`src/hw/rtl/tra_pkg.sv`:
```
// ----------------------------------------------------------------------------
// tra_pkg
// Shared types and constants of the tied rank assignment block: item and
// result payloads, the run record that travels from front to back, widths.
// ----------------------------------------------------------------------------
package tra_pkg;

  localparam int KEY_W      = 32;
  localparam int POS_W      = 7;
  localparam int RANK_W     = 8;
  localparam int TIE_W      = 18;
  localparam int TIE_ACC_W  = 19;
  localparam int SQ_W       = 13;

  localparam int MAX_N      = 64;
  localparam int KEY_WIDTH  = 32;
  localparam int FIFO_DEPTH = 4;

  typedef struct packed {
    logic [KEY_W-1:0] key;
    logic             last;
  } in_t;

  typedef struct packed {
    logic [RANK_W-1:0] rank_x2;
    logic [TIE_W-1:0]  tie_sum;
    logic              overflow;
    logic              set_end;
  } out_t;

  // one closed run of equal keys
  typedef struct packed {
    logic [RANK_W-1:0] rank_x2;
    logic [POS_W-1:0]  len;
    logic [TIE_W-1:0]  tie_sum;
    logic              overflow;
    logic              set_end;
  } run_t;

endpackage

```
`src/hw/rtl/tra_front.sv`:
```
// ----------------------------------------------------------------------------
// tra_front
// Accepts sorted keys, tracks runs of equal keys and the tie correction, and
// emits one run record per closed run into the run queue.
// ----------------------------------------------------------------------------
module tra_front #(
  parameter int MaxN     = tra_pkg::MAX_N,
  parameter int KeyWidth = tra_pkg::KEY_WIDTH
) (
  input  logic          clk_i,
  input  logic          rst_ni,
  input  logic          push,
  output logic          full,
  input  tra_pkg::in_t  in_data_i,
  output logic          rec_push_o,
  output tra_pkg::run_t rec_data_o,
  input  logic          rec_full_i
);

  localparam int CmpW = (KeyWidth < tra_pkg::KEY_W) ? KeyWidth : tra_pkg::KEY_W;
  localparam logic [tra_pkg::POS_W-1:0] MaxPos = tra_pkg::POS_W'(MaxN);

  logic [CmpW-1:0]                 prev_key_q, prev_key_d;
  logic                            have_prev_q, have_prev_d;
  logic [tra_pkg::POS_W-1:0]       start_q, start_d;
  logic [tra_pkg::POS_W-1:0]       len_q, len_d;
  logic [tra_pkg::SQ_W-1:0]        sq_q, sq_d;
  logic [tra_pkg::TIE_ACC_W-1:0]   cube_q, cube_d;
  logic [tra_pkg::POS_W-1:0]       pos_q, pos_d;
  logic [tra_pkg::TIE_ACC_W-1:0]   tie_q, tie_d;
  logic                            ovf_q, ovf_d;
  logic                            pend_valid_q, pend_valid_d;
  tra_pkg::run_t                   pend_q, pend_d;

  logic                            accept;
  logic                            in_range;
  logic                            match;
  logic                            close_prev;
  logic                            b_valid;
  logic [CmpW-1:0]                 key_c;
  logic [tra_pkg::POS_W-1:0]       start_n, len_n;
  logic [tra_pkg::SQ_W-1:0]        sq_n;
  logic [tra_pkg::TIE_ACC_W-1:0]   cube_n, tie_n, sum_sl, tie_a, tie_b;
  logic                            ovf_n;
  tra_pkg::run_t                   rec_a, rec_b;

  assign full   = pend_valid_q | rec_full_i;
  assign accept = push & ~full;
  assign key_c  = in_data_i.key[CmpW-1:0];

  always_comb begin
    in_range   = pos_q < MaxPos;
    match      = have_prev_q && (key_c == prev_key_q);
    close_prev = in_range && have_prev_q && !match;
    tie_a      = tie_q + cube_q;
    sum_sl     = tra_pkg::TIE_ACC_W'(sq_q) + tra_pkg::TIE_ACC_W'(len_q);

    start_n = start_q;
    len_n   = len_q;
    sq_n    = sq_q;
    cube_n  = cube_q;
    if (in_range) begin
      if (match) begin
        len_n  = len_q + 1'b1;
        sq_n   = sq_q + tra_pkg::SQ_W'({len_q, 1'b1});
        cube_n = cube_q + (sum_sl << 1) + sum_sl;
      end else begin
        start_n = pos_q + 1'b1;
        len_n   = tra_pkg::POS_W'(1);
        sq_n    = tra_pkg::SQ_W'(1);
        cube_n  = '0;
      end
    end
    tie_n   = close_prev ? tie_a : tie_q;
    ovf_n   = ovf_q | ~in_range;
    tie_b   = tie_n + cube_n;
    b_valid = in_data_i.last && (have_prev_q || in_range);

    rec_a.rank_x2  = {start_q, 1'b0} + tra_pkg::RANK_W'(len_q) - 1'b1;
    rec_a.len      = len_q;
    rec_a.tie_sum  = tie_a[tra_pkg::TIE_W-1:0];
    rec_a.overflow = ovf_q;
    rec_a.set_end  = 1'b0;

    rec_b.rank_x2  = {start_n, 1'b0} + tra_pkg::RANK_W'(len_n) - 1'b1;
    rec_b.len      = len_n;
    rec_b.tie_sum  = tie_b[tra_pkg::TIE_W-1:0];
    rec_b.overflow = ovf_n;
    rec_b.set_end  = 1'b1;
  end

  always_comb begin
    rec_push_o = 1'b0;
    rec_data_o = pend_q;
    pend_valid_d = pend_valid_q;
    pend_d       = pend_q;
    if (pend_valid_q) begin
      rec_push_o = ~rec_full_i;
      if (!rec_full_i) begin
        pend_valid_d = 1'b0;
      end
    end else if (accept) begin
      rec_push_o = close_prev | b_valid;
      rec_data_o = close_prev ? rec_a : rec_b;
      if (close_prev && b_valid) begin
        pend_valid_d = 1'b1;
        pend_d       = rec_b;
      end
    end
  end

  always_comb begin
    prev_key_d  = prev_key_q;
    have_prev_d = have_prev_q;
    start_d     = start_q;
    len_d       = len_q;
    sq_d        = sq_q;
    cube_d      = cube_q;
    pos_d       = pos_q;
    tie_d       = tie_q;
    ovf_d       = ovf_q;
    if (accept) begin
      if (in_data_i.last) begin
        prev_key_d  = '0;
        have_prev_d = 1'b0;
        start_d     = tra_pkg::POS_W'(1);
        len_d       = '0;
        sq_d        = '0;
        cube_d      = '0;
        pos_d       = '0;
        tie_d       = '0;
        ovf_d       = 1'b0;
      end else begin
        if (in_range && !match) begin
          prev_key_d = key_c;
        end
        have_prev_d = have_prev_q | in_range;
        start_d     = start_n;
        len_d       = len_n;
        sq_d        = sq_n;
        cube_d      = cube_n;
        pos_d       = in_range ? pos_q + 1'b1 : pos_q;
        tie_d       = tie_n;
        ovf_d       = ovf_n;
      end
    end
  end

  always_ff @(posedge clk_i or negedge rst_ni) begin
    if (!rst_ni) begin
      prev_key_q   <= '0;
      have_prev_q  <= 1'b0;
      start_q      <= tra_pkg::POS_W'(1);
      len_q        <= '0;
      sq_q         <= '0;
      cube_q       <= '0;
      pos_q        <= '0;
      tie_q        <= '0;
      ovf_q        <= 1'b0;
      pend_valid_q <= 1'b0;
    end else begin
      prev_key_q   <= prev_key_d;
      have_prev_q  <= have_prev_d;
      start_q      <= start_d;
      len_q        <= len_d;
      sq_q         <= sq_d;
      cube_q       <= cube_d;
      pos_q        <= pos_d;
      tie_q        <= tie_d;
      ovf_q        <= ovf_d;
      pend_valid_q <= pend_valid_d;
    end
  end

  always_ff @(posedge clk_i) begin
    pend_q <= pend_d;
  end

  a_pend_blocks_input: assert property (@(posedge clk_i) disable iff (!rst_ni)
    pend_valid_q |-> full)
    else $error("input taken while a run record is pending");

  a_set_end_clears: assert property (@(posedge clk_i) disable iff (!rst_ni)
    (accept && in_data_i.last) |=> (pos_q == '0 && !have_prev_q && tie_q == '0))
    else $error("set state not cleared after the last key");

  a_pos_bound: assert property (@(posedge clk_i) disable iff (!rst_ni)
    pos_q <= MaxPos)
    else $error("position beyond the set limit");

endmodule

```
`src/hw/rtl/tra_fifo.sv`:
```
// ----------------------------------------------------------------------------
// tra_fifo
// Short register queue of run records between the front and the back.
// ----------------------------------------------------------------------------
module tra_fifo #(
  parameter int Depth = tra_pkg::FIFO_DEPTH
) (
  input  logic          clk_i,
  input  logic          rst_ni,
  input  logic          push_i,
  input  tra_pkg::run_t data_i,
  output logic          full_o,
  input  logic          pop_i,
  output logic          valid_o,
  output tra_pkg::run_t data_o
);

  localparam int PtrW = (Depth > 1) ? $clog2(Depth) : 1;
  localparam int CntW = $clog2(Depth + 1);
  localparam logic [PtrW-1:0] LastPtr = PtrW'(Depth - 1);
  localparam logic [CntW-1:0] DepthCnt = CntW'(Depth);

  tra_pkg::run_t   mem_q [Depth];
  logic [PtrW-1:0] wr_ptr_q, wr_ptr_d;
  logic [PtrW-1:0] rd_ptr_q, rd_ptr_d;
  logic [CntW-1:0] cnt_q, cnt_d;
  logic            do_push, do_pop;

  assign full_o  = cnt_q == DepthCnt;
  assign valid_o = cnt_q != '0;
  assign data_o  = mem_q[rd_ptr_q];
  assign do_push = push_i & ~full_o;
  assign do_pop  = pop_i & valid_o;

  always_comb begin
    wr_ptr_d = wr_ptr_q;
    rd_ptr_d = rd_ptr_q;
    cnt_d    = cnt_q;
    if (do_push) begin
      wr_ptr_d = (wr_ptr_q == LastPtr) ? '0 : wr_ptr_q + 1'b1;
    end
    if (do_pop) begin
      rd_ptr_d = (rd_ptr_q == LastPtr) ? '0 : rd_ptr_q + 1'b1;
    end
    if (do_push && !do_pop) begin
      cnt_d = cnt_q + 1'b1;
    end else if (do_pop && !do_push) begin
      cnt_d = cnt_q - 1'b1;
    end
  end

  always_ff @(posedge clk_i or negedge rst_ni) begin
    if (!rst_ni) begin
      wr_ptr_q <= '0;
      rd_ptr_q <= '0;
      cnt_q    <= '0;
    end else begin
      wr_ptr_q <= wr_ptr_d;
      rd_ptr_q <= rd_ptr_d;
      cnt_q    <= cnt_d;
    end
  end

  always_ff @(posedge clk_i) begin
    if (do_push) begin
      mem_q[wr_ptr_q] <= data_i;
    end
  end

  a_cnt_bound: assert property (@(posedge clk_i) disable iff (!rst_ni)
    cnt_q <= DepthCnt)
    else $error("run queue count out of range");

endmodule

```
`src/hw/rtl/tra_back.sv`:
```
// ----------------------------------------------------------------------------
// tra_back
// Expands each run record into one result per element of the run and holds
// the oldest result in an output register.
// ----------------------------------------------------------------------------
module tra_back (
  input  logic          clk_i,
  input  logic          rst_ni,
  input  logic          rec_valid_i,
  input  tra_pkg::run_t rec_data_i,
  output logic          rec_pop_o,
  output logic          empty,
  input  logic          pop,
  output tra_pkg::out_t out_data_o
);

  logic [tra_pkg::POS_W-1:0] idx_q, idx_d;
  logic                      out_valid_q, out_valid_d;
  tra_pkg::out_t             out_q, out_d;
  logic                      load;
  logic                      last_elem;

  assign empty      = ~out_valid_q;
  assign out_data_o = out_q;
  assign load       = rec_valid_i & (~out_valid_q | pop);
  assign last_elem  = (idx_q + 1'b1) == rec_data_i.len;
  assign rec_pop_o  = load & last_elem;

  always_comb begin
    idx_d       = idx_q;
    out_d       = out_q;
    out_valid_d = out_valid_q;
    if (load) begin
      out_d.rank_x2  = rec_data_i.rank_x2;
      out_d.tie_sum  = rec_data_i.tie_sum;
      out_d.overflow = rec_data_i.overflow;
      out_d.set_end  = rec_data_i.set_end & last_elem;
      out_valid_d    = 1'b1;
      idx_d          = last_elem ? '0 : idx_q + 1'b1;
    end else if (pop) begin
      out_valid_d = 1'b0;
    end
  end

  always_ff @(posedge clk_i or negedge rst_ni) begin
    if (!rst_ni) begin
      idx_q       <= '0;
      out_valid_q <= 1'b0;
    end else begin
      idx_q       <= idx_d;
      out_valid_q <= out_valid_d;
    end
  end

  always_ff @(posedge clk_i) begin
    out_q <= out_d;
  end

  a_idx_in_run: assert property (@(posedge clk_i) disable iff (!rst_ni)
    rec_valid_i |-> (idx_q < rec_data_i.len))
    else $error("element index beyond run length");

  a_idx_idle: assert property (@(posedge clk_i) disable iff (!rst_ni)
    !rec_valid_i |-> (idx_q == '0))
    else $error("element index left over with no run queued");

endmodule

```
`src/hw/rtl/tied_rank_assignment_top.sv`:
```
// ----------------------------------------------------------------------------
// tied_rank_assignment_top
// Fractional midranks with tie correction over an ascending-sorted key set.
// ----------------------------------------------------------------------------
// Keys of one sorted set enter one per cycle, the final key marked by last;
// each of the first MaxN keys of a set gives exactly one result, emitted
// when its run of equal keys closes. The front takes a key every cycle while
// its run queue has room, except that a key which both closes a run and ends
// the set produces two run records and holds the input while the second waits.
// The back drains one result per cycle from its output register while results
// are popped, so the sustained rate is one key per cycle; a result passes
// through the run queue and the output register after the key closing its run.
module tied_rank_assignment_top #(
  parameter int MaxN      = tra_pkg::MAX_N,
  parameter int KeyWidth  = tra_pkg::KEY_WIDTH,
  parameter int FifoDepth = tra_pkg::FIFO_DEPTH
) (
  input  logic          clk_i,
  input  logic          rst_ni,
  input  logic          push,
  output logic          full,
  input  tra_pkg::in_t  in_data_i,
  output logic          empty,
  input  logic          pop,
  output tra_pkg::out_t out_data_o
);

  logic          rec_push;
  logic          rec_full;
  logic          rec_valid;
  logic          rec_pop;
  tra_pkg::run_t rec_wdata;
  tra_pkg::run_t rec_rdata;

  tra_front #(
    .MaxN     (MaxN),
    .KeyWidth (KeyWidth)
  ) u_front (
    .clk_i      (clk_i),
    .rst_ni     (rst_ni),
    .push       (push),
    .full       (full),
    .in_data_i  (in_data_i),
    .rec_push_o (rec_push),
    .rec_data_o (rec_wdata),
    .rec_full_i (rec_full)
  );

  tra_fifo #(
    .Depth (FifoDepth)
  ) u_fifo (
    .clk_i   (clk_i),
    .rst_ni  (rst_ni),
    .push_i  (rec_push),
    .data_i  (rec_wdata),
    .full_o  (rec_full),
    .pop_i   (rec_pop),
    .valid_o (rec_valid),
    .data_o  (rec_rdata)
  );

  tra_back u_back (
    .clk_i       (clk_i),
    .rst_ni      (rst_ni),
    .rec_valid_i (rec_valid),
    .rec_data_i  (rec_rdata),
    .rec_pop_o   (rec_pop),
    .empty       (empty),
    .pop         (pop),
    .out_data_o  (out_data_o)
  );

endmodule

```
`config.mk`:
```
export PLATFORM = sky130hd
export DESIGN_NAME = tied_rank_assignment_top
export DESIGN_NICKNAME = d
export VERILOG_FILES = /design/src/hw/rtl/tra_pkg.sv /design/src/hw/rtl/tra_front.sv /design/src/hw/rtl/tra_fifo.sv /design/src/hw/rtl/tra_back.sv /design/src/hw/rtl/tied_rank_assignment_top.sv
export SDC_FILE = /design/constraint.sdc
export NUM_CORES = 1
export LEC_CHECK = 0
export BUFFER_PORTS_ARGS = -buffer_cell sky130_fd_sc_hd__buf_2
export CELL_PAD_IN_SITES_DETAIL_PLACEMENT = 0
export CELL_PAD_IN_SITES_GLOBAL_PLACEMENT = 1
export CORE_AREA = 2 2 182 184
export CTS_BUF_LIST = sky130_fd_sc_hd__clkbuf_8 sky130_fd_sc_hd__clkbuf_16
export CTS_CLUSTER_SIZE = 10
export DETAILED_ROUTE_END_ITERATION = 8
export DIE_AREA = 0 0 184 186
export HOLD_SLACK_MARGIN = 0.1
export PLACE_DENSITY_LB_ADDON = 0.1
export SLEW_MARGIN = 0
export SYNTH_ARGS = -nofsm -noshare
export SYNTH_HDL_FRONTEND = slang
export SYNTH_SLANG_ARGS = --single-unit
export TNS_END_PERCENT = 30
```
`constraint.sdc`:
```
create_clock -name clk_i -period 14.2 [get_ports clk_i]
set_input_delay 1.42 -clock clk_i [delete_from_list [all_inputs] [get_ports clk_i]]
set_output_delay 1.42 -clock clk_i [all_outputs]
set_load 0.01 [all_outputs]
```
* After elaboration in Yosys (flattened, before gate mapping)
Memories as Yosys holds them, arrays and structs flattened.
Cells that the tools add are included.
** Word-level totals
- Register bits :: 184
- Memory bits (writable) :: 140
- Bits of input ports :: 37
- Memories kept :: 1
** Memories
- u_fifo.mem_q :: words 4, bits a word 35, read ports 1, clocked after Yosys merged registers in 0, write ports 1, line tra_fifo.sv:23 : tra_pkg::run_t mem_q [Depth];
** Cells by class
- Add/subtract/negate cells :: 17
- Magnitude comparators :: 1
- Equal/unequal tests :: 5
- Multiplexer cells :: 38
- Bitwise logic cells :: 16
- Reduce and logical (&&, ||, !) cells :: 20
** Operator list (number)
- $mux 35 :: 3
- $mux 19 :: 5
- $mux 32 :: 2
- $mux 7 :: 9
- $add 19x19->19 :: 3
- $mux 13 :: 3
- $eq 32x32->1 :: 1
- $add 7x1->7 const B :: 3
- $add 18x18->18 :: 1
- $add 8x7->8 :: 2
- $sub 8x1->8 const B :: 2
- $add 13x7->14 :: 1
- $add 13x8->13 :: 1
- $mux 1 :: 12
- $logic_and 1x1->1 :: 8
- $reduce_bool 2->1 :: 4
- $eq 7x7->1 :: 1
- $lt 7x7->1 const B :: 1
- $and 1x1->1 :: 6
- $mux 3 :: 2
- $not 1->1 :: 5
- $or 1x1->1 :: 5
- $add 2x1->2 const B :: 2
- $eq 2x2->1 const B :: 2
- other kinds (9) :: 13

* Logic depth before layout (Yosys ltp)
Gate-level depths: netlist (run 1).
- Depth after elaboration :: 12
- Mapped depth :: 31
- Gate-level depth less buffers :: 31

* Modules after synthesis
A second synthesis (run 1) with hierarchy kept.
** Unflattened totals
- Cells, all modules :: 1558
- Area total of the unflattened synthesis :: 17828.3 um^2
** Modules (own cells, without submodules)
- tra_front :: times used 1, cells an instance 1235, area an instance 10799.1 um^2, sequential area each 3649.8 um^2
- tra_fifo :: times used 1, cells an instance 220, area an instance 5561.6 um^2, sequential area each 4379.2 um^2
- tra_back :: times used 1, cells an instance 103, area an instance 1467.7 um^2, sequential area each 1041.0 um^2

* Worst setup path after synthesis (run 1)
Ideal clock, no wire load.
- Kind :: register to register
- Start :: register u_front.len_q[0] (netlist name)
- End :: memory u_fifo.mem_q[0][19] (netlist name) (data pin)
- Library setup time :: 292 ps
- Data arrival time :: 6140 ps
- Slack :: 7768 ps
- Stages on the path, launching flop included :: 30
- Buffers on the path :: 0
- Period minus slack after synthesis :: 6432 ps
- Cell sequence :: dfrtp_1 -> ha_1 -> fa_1 -> a21o_1 -> a21oi_1 -> o21bai_1 -> a21oi_1 -> nor2b_1 -> o21ai_0 -> xor2_1 -> inv_1 -> xnor2_1 -> ha_1 -> o21bai_1 -> ha_1 -> and3_1 -> o311ai_0 -> a31o_2 -> o21ai_0 -> nor2_1 -> o21ai_0 -> o31ai_1 -> ha_1 -> a21oi_1 -> o22ai_1 -> a31o_2 -> a211oi_4 -> mux2_4 -> a222oi_1 -> a31oi_1
** RTL lines
- start, declared :: line tra_front.sv:26 : logic [tra_pkg::POS_W-1:0] len_q, len_d;
- start signal, assigned :: line tra_front.sv:165 : len_q <= len_d;
- end, declared :: line tra_fifo.sv:23

==> metrics.csv, run 1 <==
stage,metric,value,unit
clocking,TritonCTS clock tree,done,
worst_setup_path,Critical Path RT,14.38,ns
drt,vias per cell,5.82,
synth,post-synth top area share,0.344,
global_route,GRT Resource Usage Total,0.235,
synth,Post-synth EDFFs,202,
global_route,vias in the first global route,11600,
place,GPL Wtd Cong,0.862,
timing,Rel. slew slack,0.345,
place,# port buffers,66,
timing,Worst Tran Pin Value,0.982,ns
power_and_ir_drop,total power,3.28,mW
cells_and_area,Reg area,0.00907,mm2
synth,synth top area cells,"edfxtp_1 (34%), dfrtp_1 (17%), ha_1 (7.1%)",
synth,Synth Area per Inst,11.6,um2
global_route,first-pass GRT wire length,63.0,mm
clocking,CTS Buffer Depth,3,
synth,yosys warns,0,
clocking,"Hold-fix buffers, CTS",0,
timing,setup_tns,0,ns
synth,Gate Count Post-Synth,1524,
synth,top_reg_cell synth,edfxtp_1,
floorplanning,Die Area,0.0342,mm2
clocking,Num CTS Buffers,40,
timing,f_max,136,MHz
timing,Final setup viols,0,
global_route,initial antenna violation count,0,
drt,DRT Wirelength,39.1,mm
drt,Vias,11800,
worst_hold_path,Hold Crit Depth,1,
clocking,depth of the CTS H-tree,2,
worst_hold_path,hold crit path type,register to register,
floorplanning,Starting Density,0.547,
cells_and_area,filler cell count,2601,
drt,Detail Route Antenna Nets,0,
worst_setup_path,worst-path fanout max,8,
synth,number of distinct library cells after synthesis,74,
timing,RSZ-0062 raised after global routing,no,
worst_setup_path,Worst setup EP type,register,
power_and_ir_drop,Power Dens Cells,168,mW/mm2
power_and_ir_drop,total leakage power,8.35,nW
timing,Layout Skew,0.0140,ns
cells_and_area,"commonest non-fill, non-tap cells in the layout","edfxtp_1 (202), nand2_1 (155), dfrtp_1 (118), inv_1 (113), ha_1 (100)",
clocking,Sink Count,322,
timing,final worst path period share,0.519,
timing,fin crit period,7.38,ns
cells_and_area,share of cells above drive strength 1,0.122,
clocking,post-CTS setup buffer count,0,
drt,DRC errors left,0,
worst_setup_path,WS Path Type,register to register,
drt,DRT Pass-1 Iters,5,
outcome,status,finished clean,
synth,Synthesized Nets,1680,
cells_and_area,"most common cell after layout, fill and taps aside",edfxtp_1,
place,HPWL after DPL,26.8,mm
power_and_ir_drop,Worst VDD drop,0.0000976,V
worst_setup_path,R2R depth,27,
floorplanning,core area,0.0322,mm2
floorplanning,row count,66,
floorplanning,Die Width,184,um
synth,cell accounting for the most synthesized area,edfxtp_1,
clocking,Clock transition at path regs,0.05,ns
synth,Synth Register Bits,322,
drt,starting DRC count in detailed routing,916,
drt,DR WL/cell,19.3,um
synth,sequential element share of the synthesized area,0.515,
cells_and_area,final core utilization,0.607,
synth,mapped cell area,0.0176,mm2
floorplanning,IO Count,67,
cells_and_area,Final nets,1744,
clocking,Clock Latency Late Sink,0.52,ns
global_route,total grt overflow,0,
clocking,root buffer cell,clkbuf_16,
cells_and_area,Area growth syn-to-layout,11.0,%
floorplanning,Die Ht,186,um
place,dpl cells,1954,
timing,Final Max Slew Viols,0,
synth,ys async rst share,0.373,
job,Max Cap Violations,0,
cells_and_area,Post-Layout Cell Count,2025,
cells_and_area,Multi-input gate area,0.00797,mm2
clocking,PostCTS Resize Cnt,0,
global_route,largest net degree at the start of global routing,77,
worst_setup_path,Startpoint Class,register,
worst_setup_path,CP Data Arrival Time,7.56,ns
cells_and_area,# diodes,0,
timing,final hold vios,0,
-- final timing paths --
check / startpoint / end / slack, ns
worst max-delay path: u_front.len_q[0] / u_fifo.mem_q[1][19] / 6.82
worst min-delay path: u_front.pend_valid_q / u_front.pend_valid_q / 0.51
worst min register to register: u_front.pend_valid_q / u_front.pend_valid_q / 0.51
worst max register to register: u_front.len_q[0] / u_fifo.mem_q[1][19] / 6.82
min in group asynchronous: rst_ni / u_front.tie_q[10] / 0.85
max in group asynchronous: rst_ni / u_front.prev_key_q[6] / 11.94
-- power breakdown --
| group | switching [mW] | internal (mW) |
|---|---|---|
| Combinational | 0.585 | 0.390 |
| Clock | 0.368 | 0.532 |
| Sequential | 0.0950 | 1.31 |
| Total | 1.05 | 2.24 |
-- per-stage QoR --
step	setup slack, ns	area (um2)	hold slack, ns
2_1_floorplan	7.77	17600	0.456
3_3_place_gp	7.10	18400	0.474
3_5_place_dp	6.94	18400	0.504
4_1_cts	6.89	19600	0.515
5_1_grt	6.38	19600	0.522
6_report	6.82	19600	0.514
-- worst max-delay path, cell delays in order (launching register included) --
cell and delay (ns):
dfrtp_1 0.47, ha_1 0.26, fa_1 0.40, a21o_1 0.19, a21oi_1 0.23, o21bai_1 0.09, a21oi_1 0.22, nor2b_1 0.07
o21ai_0 0.35, nor2_1 0.11, xnor2_1 0.27, xor2_1 0.19, ha_1 0.25, ha_1 0.40, and3_1 0.18, a21oi_1 0.21
nand2_1 0.08, a2111oi_0 0.54, a21o_1 0.21, ha_1 0.31, a21o_1 0.18, a21oi_1 0.18, o21ai_0 0.19, a21o_1 0.25
a211oi_4 0.34, mux2_4 0.33, a222oi_1 0.33, a31oi_1 0.23
-- cell type report --
class,count,area share
flip-flops and latches,322,0.464
multi-input cells,1048,0.407
clock buffers,41,0.0519
well taps,408,0.0261
repair buffers,86,0.0249
inverters,90,0.0173
clock inverters,30,0.00838
-- cell usage after synthesis (6+ instances only) --
cell / n
o31ai_1: 21
and2_1: 7
nand2_1: 156
nand4_1: 12
o21ai_1: 7
o21a_1: 10
edfxtp_1: 202
o21ai_0: 90
o21bai_1: 11
mux4_2: 35
a21oi_1: 85
a21o_1: 42
xor2_1: 31
fa_1: 19
a31oi_1: 12
nand3_1: 24
xnor2_1: 88
buf_1: 7
nor3_1: 21
o22ai_1: 12
buf_2: 10
a31o_2: 6
ha_1: 100
inv_1: 90
nand2b_1: 13
nor2b_1: 10
nor2_1: 78
a22o_1: 61
clkbuf_1: 46
dfrtp_1: 119
and3_1: 15
-- sequential cells by signal, summed over array words and instances, names as in the netlist --
signal                cells
u_front.tie_q            18
u_front.start_q           7
u_fifo.rd_ptr_q           2
u_front.pend_q           34
u_front.pos_q             7
u_fifo.cnt_q              3
u_front.pend_valid_q      1
u_front.len_q             7
u_fifo.wr_ptr_q           2
u_back.out_valid_q        1
u_front.ovf_q             1
u_front.have_prev_q       1
u_back.out_data_o        28
u_back.idx_q              7
u_fifo.mem_q            140
u_front.sq_q             13
u_front.prev_key_q       32
u_front.cube_q           18
-- cells by family after synthesis --
family	share of synthesized area
multiplexers	0.0506
flip-flops	0.515
AO/OA/AOI/OAI	0.154
buffers and inverters	0.0340
adder cells (fa/ha/maj)	0.0926
AND/OR/NAND/NOR	0.0946
XOR/XNOR	0.0592
-- per-layer routing --
| metal | part of all wire | vias to the layer above | track usage |
|---|---|---|---|
| met5 | 0 | - | 0 |
| met3 | 0.054 | 57 | 0.0340 |
| li1 | - | 5744 | - |
| met1 | 0.47 | 5694 | 0.344 |
| met2 | 0.45 | 300 | 0.371 |
| met4 | 0.019 | 0 | 0.0602 |
Note: power is estimated with default switching activity, not from simulation.
==> run 2: changes to the inputs <==
--- a/config.mk
+++ b/config.mk
@@ -8,11 +8,11 @@
 export BUFFER_PORTS_ARGS = -buffer_cell sky130_fd_sc_hd__buf_2
 export CELL_PAD_IN_SITES_DETAIL_PLACEMENT = 0
 export CELL_PAD_IN_SITES_GLOBAL_PLACEMENT = 1
-export CORE_AREA = 2 2 182 184
+export CORE_AREA = 2 2 199 201
 export CTS_BUF_LIST = sky130_fd_sc_hd__clkbuf_8 sky130_fd_sc_hd__clkbuf_16
 export CTS_CLUSTER_SIZE = 10
 export DETAILED_ROUTE_END_ITERATION = 8
-export DIE_AREA = 0 0 184 186
+export DIE_AREA = 0 0 201 203
 export HOLD_SLACK_MARGIN = 0.1
 export PLACE_DENSITY_LB_ADDON = 0.1
 export SLEW_MARGIN = 0
==> constraint.sdc (replaced) <==
create_clock -name clk_i -period 6.4 [get_ports clk_i]
set_input_delay 0.64 -clock clk_i [delete_from_list [all_inputs] [get_ports clk_i]]
set_output_delay 0.64 -clock clk_i [all_outputs]
set_load 0.01 [all_outputs]
==> metrics.csv, run 2 (synthesized netlist as in run 1, its figures left out) <==
stage,metric,value,unit,change
drt,DRT Pass-1 Iters,5,,unchanged
drt,starting DRC count in detailed routing,678,,was 916
worst_setup_path,reg2reg setup slack,-0.004,ns,was 6.82 ns
cells_and_area,final core utilization,0.539,,was 0.607
clocking,Sink Count,322,,unchanged
worst_setup_path,Worst R2R End,u_fifo.mem_q[1][19],,unchanged
worst_setup_path,WS Path Type,register to register,,unchanged
timing,fin crit period,6.40,ns,was 7.38 ns
drt,vias per cell,5.44,,was 5.82
floorplanning,Die Area,0.0408,mm2,was 0.0342 mm2
worst_setup_path,CP Data Arrival Time,6.66,ns,was 7.56 ns
cells_and_area,biggest regs,"u_fifo.mem_q (140), u_front.pend_q (34), u_front.prev_key_q (32)",,unchanged
worst_setup_path,Critical Path Max Stage Delay,0.51,ns,was 0.54 ns
clocking,TritonCTS clock tree,done,,unchanged
clocking,depth of the CTS H-tree,2,,unchanged
timing,Setup WS post-layout,-0.00377,ns,was 6.82 ns
job,Max Cap Violations,0,,unchanged
worst_hold_path,hold crit path type,input pin to asynchronous set/reset pin,,was register to register
cells_and_area,max reg flops,140,,unchanged
timing,Final setup viols,4,,was 0
floorplanning,Starting Density,0.458,,was 0.547
worst_setup_path,Startpoint Class,register,,unchanged
worst_setup_path,R2R depth,29,,was 27
outcome,status,"finished, violations left",,was finished clean
place,# port buffers,66,,unchanged
floorplanning,core area,0.0385,mm2,was 0.0322 mm2
power_and_ir_drop,Power Dens Cells,357,mW/mm2,was 168 mW/mm2
worst_setup_path,Reg2Reg Launch Point,u_front.len_q[0],,unchanged
global_route,total grt overflow,0,,unchanged
timing,Layout Skew,0.0231,ns,was 0.0140 ns
drt,DRC errors left,0,,unchanged
worst_setup_path,Worst Setup EP,u_fifo.mem_q[1][19],,unchanged
timing,final worst path period share,1.00,,was 0.519
floorplanning,Die Ht,203,um,was 186 um
cells_and_area,Final nets,1860,,"was 1,744"
power_and_ir_drop,Worst VDD drop,0.000227,V,was 0.0000976 V
worst_setup_path,Critical Path RT,6.65,ns,was 14.38 ns
cells_and_area,"commonest non-fill, non-tap cells in the layout","edfxtp_1 (202), nand2_1 (155), buf_4 (135), dfrtp_1 (118), inv_1 (111)",,"was edfxtp_1 (202), nand2_1 (155), dfrtp_1 (118), inv_1 (113), ha_1 (100)"
cells_and_area,Post-Layout Cell Count,2252,,"was 2,025"
worst_setup_path,Worst setup EP type,register,,unchanged
timing,RSZ-0062 raised after global routing,yes,,was no
cells_and_area,"most common cell after layout, fill and taps aside",edfxtp_1,,unchanged
worst_setup_path,crit path max-delay cell type,fa_1,,was a2111oi_0
drt,Detail Route Antenna Nets,0,,unchanged
drt,DR WL/cell,18.8,um,was 19.3 um
place,dpl cells,2159,,"was 1,954"
worst_setup_path,cell mode on critical path,a21oi_2,,
timing,Worst Tran Pin Value,0.898,ns,was 0.982 ns
global_route,first-pass GRT wire length,68.1,mm,was 63.0 mm
cells_and_area,# diodes,0,,unchanged
global_route,initial antenna violation count,0,,unchanged
outcome,violations in the final reports,setup timing,,
timing,final hold vios,0,,unchanged
drt,DRT Wirelength,42.4,mm,was 39.1 mm
timing,Final Max Slew Viols,0,,unchanged
drt,Vias,12300,,"was 11,800"
cells_and_area,Area growth syn-to-layout,17.8,%,was 11.0%
clocking,Num CTS Buffers,40,,unchanged
floorplanning,IO Count,67,,unchanged
cells_and_area,filler cell count,3407,,"was 2,601"
place,HPWL after DPL,29.8,mm,was 26.8 mm
place,GPL Wtd Cong,0.855,,was 0.862
global_route,largest net degree at the start of global routing,84,,was 77
clocking,Clock Latency Late Sink,0.57,ns,was 0.52 ns
clocking,root buffer cell,clkbuf_16,,unchanged
clocking,"Hold-fix buffers, CTS",0,,unchanged
cells_and_area,share of cells above drive strength 1,0.198,,was 0.122
timing,Fin Hold WS,0.103,ns,was 0.514 ns
clocking,CTS Buffer Depth,3,,unchanged
timing,setup_tns,-0.0122,ns,was 0 ns
cells_and_area,Biggest register,u_fifo.mem_q,,unchanged
clocking,Clock transition at path regs,0.06,ns,was 0.05 ns
timing,Rel. slew slack,0.402,,was 0.345
timing,f_max,156,MHz,was 136 MHz
floorplanning,Die Width,201,um,was 184 um
power_and_ir_drop,total leakage power,8.95,nW,was 8.35 nW
global_route,vias in the first global route,12300,,"was 11,600"
worst_setup_path,worst-path fanout max,4,,was 8
worst_setup_path,CP startpoint,u_front.len_q[0],,unchanged
global_route,GRT Resource Usage Total,0.211,,was 0.235
floorplanning,row count,72,,was 66
## run 2: per-stage QoR
step	setup WS [ns]	power (mW)	instance area (um2)
after global placement	-0.276	5.35	19200
after CTS	-0.0774	7.49	20600
after global routing	-0.399	7.83	20700
final	-0.00377	7.40	20700
after detailed placement	-0.397	5.41	19200
after floorplan	0.0501	4.70	17600
## run 2: where the power goes
group / leakage (nW) / internal (mW) / switching, mW
Combinational: 4.81 / 0.912 / 1.32
Sequential: 3.48 / 2.91 / 0.201
Clock: 0.666 / 1.17 / 0.876
Total: 8.95 / 5.00 / 2.40
## run 2: layout make-up
class                           count  area [um2]  share of cell area
Timing Repair Buffer              202        1370              0.0660
Clock inverter                     29         154             0.00742
Tap cell                          518         648              0.0312
Multi-Input combinational cell   1048        8120               0.392
Clock buffer                       43        1040              0.0502
Inverter                           90         338              0.0163
Sequential cell                   322        9070               0.437
## run 2: worst min path at each step
stage / cells past startpoint / endpoint / slack, ns
final: 1 / u_front.tie_q[14] / 0.10
after global routing: 1 / u_front.cube_q[5] / 0.17
after CTS: 1 / u_front.cube_q[5] / 0.18
after floorplan: 0 / u_back.idx_q[0] / 0.34
after global placement: 1 / u_fifo.cnt_q[2] / 0.47
after detailed placement: 1 / u_fifo.cnt_q[2] / 0.49
## run 2: critical path, delay by kind of cell, from the launching register on
kind	cells	cell delay [ns]
compound gates	14	2.32
flops	1	0.38
xor+xnor	2	0.49
buf+inv	2	0.25
fa+ha+maj	5	1.66
mux	1	0.33
simple gates	5	0.65
## run 2: routing by layer
layer / vias to the layer above / routed length, um / track usage
met5: - / 0 / 0
met4: 0 / 1010 / 0.0638
met3: 66 / 1510 / 0.0324
met2: 214 / 19300 / 0.335
met1: 6014 / 20500 / 0.301
li1: 5967 / - / -
## run 2: what timing repair did
action / CTS / global route
endpoints found under the setup margin: 8 / 25
hold endpoints to repair: 0 / 0
gates resized for setup: 14 / 20
pin swaps: 22 / 13
buffers inserted: 15 / 6
gates cloned: 0 / 0
